**src/hdl/ggps_isqrt.sv**
```systemverilog
// ----------------------------------------------------------------------------
// ggps_isqrt
// Bit-serial floor square root, one root bit per cycle.
// ----------------------------------------------------------------------------
`timescale 1ns / 1ps
`default_nettype none

module ggps_isqrt #(
  parameter int RAD_W = 38
) (
  input  wire logic               clk,
  input  wire logic               rst,
  input  wire logic               start,
  input  wire logic [RAD_W-1:0]   radicand,
  output logic                    busy,
  output logic                    done,
  output logic      [RAD_W/2-1:0] root
);

  localparam int RW  = RAD_W / 2;
  localparam int CW  = $clog2(RW + 1);

  logic [RAD_W-1:0] rad;
  logic [RW+1:0]    rem;
  logic [CW-1:0]    cnt;
  logic [RW+1:0]    rem_sh;
  logic [RW+1:0]    trial;

  // trial subtract of the next pair of bits
  assign rem_sh = {rem[RW-1:0], rad[RAD_W-1 -: 2]};
  assign trial  = {root, 2'b01};

  always_ff @(posedge clk) begin
    if (rst) begin
      busy <= 1'b0;
      done <= 1'b0;
    end else begin
      done <= 1'b0;
      if (start) begin
        busy <= 1'b1;
        rad  <= radicand;
        rem  <= '0;
        root <= '0;
        cnt  <= CW'(RW);
      end else if (busy) begin
        rad <= {rad[RAD_W-3:0], 2'b00};
        if (rem_sh >= trial) begin
          rem  <= rem_sh - trial;
          root <= {root[RW-2:0], 1'b1};
        end else begin
          rem  <= rem_sh;
          root <= {root[RW-2:0], 1'b0};
        end
        cnt <= cnt - 1'b1;
        if (cnt == CW'(1)) begin
          busy <= 1'b0;
          done <= 1'b1;
        end
      end
    end
  end

endmodule

`default_nettype wire

```
**config.mk**
```make
export PLATFORM = sky130hd
export DESIGN_NAME = ggps_isqrt
export DESIGN_NICKNAME = d
export VERILOG_FILES = /design/src/hdl/ggps_isqrt.sv
export SDC_FILE = /design/constraint.sdc
export NUM_CORES = 1
export LEC_CHECK = 0
export BUFFER_PORTS_ARGS = -buffer_cell sky130_fd_sc_hd__buf_4
export CAP_MARGIN = 0
export CORE_ASPECT_RATIO = 0.6
export CORE_MARGIN = 4
export CORE_UTILIZATION = 56
export DETAILED_ROUTE_END_ITERATION = 8
export GPL_TIMING_DRIVEN = 0
export PLACE_DENSITY_LB_ADDON = 0.08
export SYNTH_ARGS = -nofsm -noshare
export SYNTH_HDL_FRONTEND = slang
export SYNTH_SLANG_ARGS = --single-unit
```
**constraint.sdc**
```tcl
create_clock -name clk -period 6.3 [get_ports clk]
set_clock_uncertainty 0.1 [all_clocks]
set_input_delay 1.26 -clock clk [delete_from_list [all_inputs] [get_ports clk]]
set_output_delay 1.26 -clock clk [all_outputs]
set_load 0.02 [all_outputs]
```
==> reports/results.ini, run 1 <==
[yosys]
synth_top_area_cells=sky130_fd_sc_hd__edfxtp_1 (54%), sky130_fd_sc_hd__mux2_2 (9.2%), sky130_fd_sc_hd__ha_1 (6.4%), sky130_fd_sc_hd__nor2_1 (3.8%), sky130_fd_sc_hd__mux2i_1 (3.1%)
ys_dominant_reg_cell=sky130_fd_sc_hd__edfxtp_1
yosysTopAreaCell=sky130_fd_sc_hd__edfxtp_1
synthDominantCellAreaShare_pct=53.8
yosys_register_bits=83
number_of_synthesized_flops_with_an_enable_pin=81
synthesis.instances=377
ys_async_sr_fraction_pct=0
ys_seq_area_share_pct=54.7
synth_commonest_cells=sky130_fd_sc_hd__edfxtp_1 (81), sky130_fd_sc_hd__nor2_1 (46), sky130_fd_sc_hd__mux2_2 (37)
synth_area_um2=4520
synth_nets=441
synth.most_common_cell=sky130_fd_sc_hd__edfxtp_1
synthDistinctLibCells=45
synth_warnings=0
postSynthAreaPerCell_um2=12.0

[pwr]
total_leakage_power_nw=2.20
internal-power_mw=1.11
swShare_pct=26.9
cellPowerDensity_nw_per_um2=279
power_frac_clock_pct=34.0
total_switching_power_mw=0.408
vdd.ir_drop.worst_uv=176
power.share.sequential_pct=44.5
pwr-share-comb_pct=21.5

[placed_design]
io_buffers=60
gpl.final_weighted_congestion=0.884
detailed_place_hpwl_um=7110
dp_worst_setup_slack_ps=2570
placed_cell_area_um2=5150

[timing]
finalSetupViolCount=0
worst_case_setup_margin_in_the_final_layout_ps=2920
worstMarginPinSlew_ps=729
min_period_ps=3380
slew_violations=0
finalSetupTns_ps=0
fmaxAchievable_ghz=0.296
grt_setup_unrepaired=false
final_min_period_over_clock_period_pct=53.7
worst_slew_margin_rel_pct=51.4
final_report_hold_violation_count=0

[clock_tree]
clk_root_buffer_cell=sky130_fd_sc_hd__clkbuf_16
cts_hold_repair.buffers=0
clk-insertion-delay-late_ps=340
cts_num_sinks=83
clkTransAtPathRegs_ps=60
cts-root-to-sink-buffers=2
postCtsSetupBuffers=0
cells_resized_by_post_cts_repair=0
cts_tree=built
number_of_buffers_inserted_during_clock_tree_synthesis=9
h-tree-depth=3

[outcome]
outcome=finished clean

[finish]
final_layout_size_suffix_gt1_share_pct=26.8
final_cell_area_um2=5440
flow.area_growth_from_synthesis_pct=20.3
layout.nets=514
fill_cell_count=610
antenna_cells_inserted=0
final_util_pct=69.2

[worst_setup_path]
end_kind=flip-flop
critical_path_fanout_max=35
critPathArrivalTime_ps=3320
critical_path.startpoint_type=input pin
path_class=input pin to flip-flop
reg2reg_slack_ps=3190
critical_path_required_ps=6240

[detailed_routing]
detailroute.via_count=3162
wirelength_um=9770
detail-route-antenna-nets=0
avgViaCountPerCell=5.62
remaining_drc_errors=0
route.detailed.wl_per_inst_um=17.3
number_of_drc_violations_after_detailed_routing_iteration_0=306
dr.pass1.iters=5

[die]
die_y_um=77.6
core_um2=7850
chipWidth_um=124
floorplan.initialDensity_pct=57.6
fp-row-count=25
fp.dieArea_um2=9620
boundaryPins=62

[grt]
grt_antenna_before_repair=0
globalRouteOverflowTotal=0
globalRouteMet1Util_pct=32.8
grt_pass1_vias=3166
grt_use_met2_pct=30.1
grt_max_degree=36
grt_pass1_wl_um=15800
grt.busiest_layer=met1
global_route.usage.total_pct=21.7
grt.met3_usage_pct=6.19

[job]
max-cap-violations=0

[hold_path]
timing.hold.worst.class=flip-flop to flip-flop

-- layout by cell type, fill, tap and decap left out, drive strengths merged, types with 3 or more instances in the layout --
cell type and instances:
nor2 46, a21oi 20, xor2 5, ha 23
edfxtp 81, a211oi 4, mux2 37, inv 30
and2 5, nor3 7, mux2i 14, a21o 3
o211ai 3, o21a 5, nor2b 4, o21ai 17
xnor2 10, nand4 5, clkbuf 22, nand2 18
o21bai 4, buf 65, and3 4
-- routing by layer --
metal / vias to the layer above / routed length, µm
met5: - / 0
met4: 0 / 118
met3: 13 / 690
met2: 101 / 4170
met1: 1520 / 4790
li1: 1528 / -
-- path summary, 6_finish.rpt --
kind / cells past startpoint / end / startpoint
max reg2reg: 9 / rem[16] / root[0]
min: 1 / rad[29] / rad[27]
min reg2reg: 1 / rad[29] / rad[27]
max: 6 / rem[3] / start
-- registers in the layout (all words and copies together) (netlist names) --
signal / cells
rad: 38
done: 1
rem: 19
cnt: 5
root: 19
busy: 1
-- kinds of logic after synthesis --
| family | Yosys count | synth area share, % |
|---|---|---|
| buffers and inverters | 42 | 3.82 |
| multiplexers | 51 | 12.3 |
| adder cells (fa/ha/maj) | 23 | 6.37 |
| AO/OA/AOI/OAI | 67 | 10.2 |
| flip-flops | 83 | 54.7 |
| AND/OR/NAND/NOR | 96 | 9.71 |
| XOR/XNOR | 15 | 2.91 |
-- through the flow --
step                      cells  hold WS (ps)  power [mW]
final                       563           447        1.52
after floorplan             377           425       0.914
after detailed placement    547           435        1.01
after CTS                   563           450        1.52
after global placement      545           422       0.995
after global routing        563           468        1.59
-- layout make-up --
class	instances	area (µm²)	share of cell area, %
plain buffers	12	60.1	1.10
clock inverters	3	42.5	0.783
inverters	30	113	2.07
well taps	108	135	2.49
multi-input cells	252	1880	34.6
flip-flops and latches	83	2470	45.5
repair buffers	62	490	9.02
clock buffers	13	240	4.42
-- power by group through the flow --
stage | registers, mW | logic, mW | clock network, mW
after floorplan | 0.695 | 0.220 | 0
after global placement | 0.690 | 0.305 | 0
after detailed placement | 0.686 | 0.320 | 0
after CTS | 0.675 | 0.323 | 0.524
after global routing | 0.679 | 0.359 | 0.548
final | 0.675 | 0.326 | 0.516
-- worst max-delay path, stage by stage --
cell                       delay, ps
sky130_fd_sc_hd__clkbuf_1        400
sky130_fd_sc_hd__clkbuf_1        480
sky130_fd_sc_hd__nor2_1          180
sky130_fd_sc_hd__nor2_4          450
sky130_fd_sc_hd__buf_12          280
sky130_fd_sc_hd__buf_12          230
No activity file was read; power rests on OpenSTA's default activity.
==> run 2: changes to the inputs <==
clock period = 3.2 ns   (was 6.3 ns; I/O delays follow)
==> reports/results.ini, run 2 (synthesized netlist as in run 1, its figures left out) <==
[outcome]
outcome=finished clean

[placed_design]
io_buffers=60  ; unchanged
gpl.final_weighted_congestion=0.883  ; -0.11%
dp_worst_setup_slack_ps=139  ; -2430 ps
detailed_place_hpwl_um=7110  ; about the same
placed_cell_area_um2=5160  ; +0.15%

[pwr]
total_leakage_power_nw=2.20  ; -0.18%
cellPowerDensity_nw_per_um2=536  ; +92%
vdd.ir_drop.worst_uv=309  ; +75%

[clock_tree]
cts-root-to-sink-buffers=2  ; unchanged
clkTransAtPathRegs_ps=60  ; about the same
cts_tree=built
number_of_buffers_inserted_during_clock_tree_synthesis=9  ; unchanged
clk-insertion-delay-late_ps=340  ; about the same
clk_root_buffer_cell=sky130_fd_sc_hd__clkbuf_16
cts_hold_repair.buffers=0  ; unchanged
cts_num_sinks=83  ; unchanged
postCtsSetupBuffers=0  ; unchanged
h-tree-depth=3  ; unchanged

[finish]
final_cell_area_um2=5430  ; -0.11%
flow.area_growth_from_synthesis_pct=20.1
antenna_cells_inserted=0  ; unchanged
largest_reg_flops=38  ; unchanged
regMostFlops=rad
mostFrequentLayoutCell=sky130_fd_sc_hd__edfxtp_1
top_regs=rad: 38 flops, rem: 19 flops, root: 19 flops
layout.nets=514  ; unchanged
layout.cells.most_common_list=sky130_fd_sc_hd__edfxtp_1 (81), sky130_fd_sc_hd__buf_4 (60), sky130_fd_sc_hd__nor2_1 (45)
final_layout_size_suffix_gt1_share_pct=27.5  ; +0.66 points

[die]
fp-row-count=25  ; unchanged
boundaryPins=62  ; unchanged
fp.dieArea_um2=9620  ; unchanged
die_y_um=77.6  ; unchanged
core_um2=7850  ; unchanged
floorplan.initialDensity_pct=57.6  ; unchanged
chipWidth_um=124  ; unchanged

[detailed_routing]
remaining_drc_errors=0  ; unchanged
number_of_drc_violations_after_detailed_routing_iteration_0=252  ; -18%
dr.pass1.iters=5  ; unchanged
route.detailed.wl_per_inst_um=17.4  ; +0.23%
detailroute.via_count=3149  ; -0.41%
avgViaCountPerCell=5.59  ; -0.41%
wirelength_um=9790  ; +0.23%
detail-route-antenna-nets=0  ; unchanged

[worst_setup_path]
cp_slowest_stage_delay_ps=410  ; -70 ps
crit_chain=inv_1 > ha_1 > nor2b_1 > o31a_1 > o31ai_2 > a211oi_1 > a41o_1 > a2111oi_2 > nor3_2
end_kind=flip-flop
critPathArrivalTime_ps=2920  ; -400 ps
path_class=flip-flop to flip-flop
critical_path_fanout_max=5  ; -86%
crit_slowest_cell=sky130_fd_sc_hd__a2111oi_2
worst_r2r_path_depth=9  ; unchanged
critical_path.startpoint_type=flip-flop
critical_path_required_ps=3160  ; -3080 ps

[timing]
final_report_hold_violation_count=0  ; unchanged
finalSetupViolCount=0  ; unchanged
worst_slew_margin_rel_pct=50.4  ; -0.99 points
worstMarginPinSlew_ps=742  ; +13.1 ps
fmaxAchievable_ghz=0.338
worst_case_setup_margin_in_the_final_layout_ps=238  ; -2680 ps
final_min_period_over_clock_period_pct=92.6
slew_violations=0  ; unchanged
grt_setup_unrepaired=false
hold_ws_ps=401  ; -46.6 ps
min_period_ps=2960

[grt]
grt_max_degree=36  ; unchanged
global_route.usage.total_pct=21.7  ; about the same
grt_antenna_before_repair=0  ; unchanged
grt_pass1_wl_um=15800  ; -0.30%
globalRouteOverflowTotal=0  ; unchanged
grt_pass1_vias=3127  ; -1.2%

[job]
max-cap-violations=0  ; unchanged

[hold_path]
timing.hold.worst.class=input pin to flip-flop
hold-path-cell-count=2  ; +1

run 2: changes by cell type in the layout (fill, tap and decap cells not counted), sizes merged:
cell / previous run / this run
clkinv: 1 / 4
clkbuf: 22 / 20
bufinv: 1 / 0
run 2: repair_timing:
item | in CTS | in global routing
endpoints found under the setup margin | 0 | 1
gates resized for setup | 0 | 1
endpoints found under the hold margin | 0 | 0
run 2: area by class of cell:
class	count	area, µm²
tap	108	135
sequential	83	2470
fill	587	2420
clock inverter	5	31.3
inverter	30	113
clock buffer	11	233
timing repair buffer	62	498
multi-input combinational	252	1890
buffer	12	60.1
run 2: where the power goes:
group | internal [mW] | switching (mW)
Combinational | 0.284 | 0.359
Clock | 0.523 | 0.416
Sequential | 1.30 | 0.0330
run 2: metal layers:
metal  up-vias  wire length, µm  global-route usage, %
met2       106             4210                   30.8
met1      1511             4820                   32.8
met3         8              651                   5.39
met5         -                0                      0
li1       1524                -                      -
met4         0              106                   6.78
run 2: worst max-delay path, delay by kind of cell, from the launching register on:
family	cells	cell delay (ps)
simple gates	2	260
compound gates	5	1480
buf+inv	1	120
fa+ha+maj	1	320
flops	1	400
run 2: path summary, 6_finish.rpt:
kind            from      end  slack (ps)
max          root[0]  rem[16]         240
min              rst     busy         400
max reg2reg  root[0]  rem[16]         240
min reg2reg  rad[27]  rad[29]         450
run 2: per-stage QoR:
stage	power [mW]	setup TNS, ps	utilization (%)	instances
6_report	2.91	0	69.2	563
5_1_grt	3.05	0	69.2	563
4_1_cts	2.93	0	69.1	563
3_5_place_dp	1.98	0	65.7	547
3_3_place_gp	1.95	-55120	65.1	545
2_1_floorplan	1.80	0	-	377
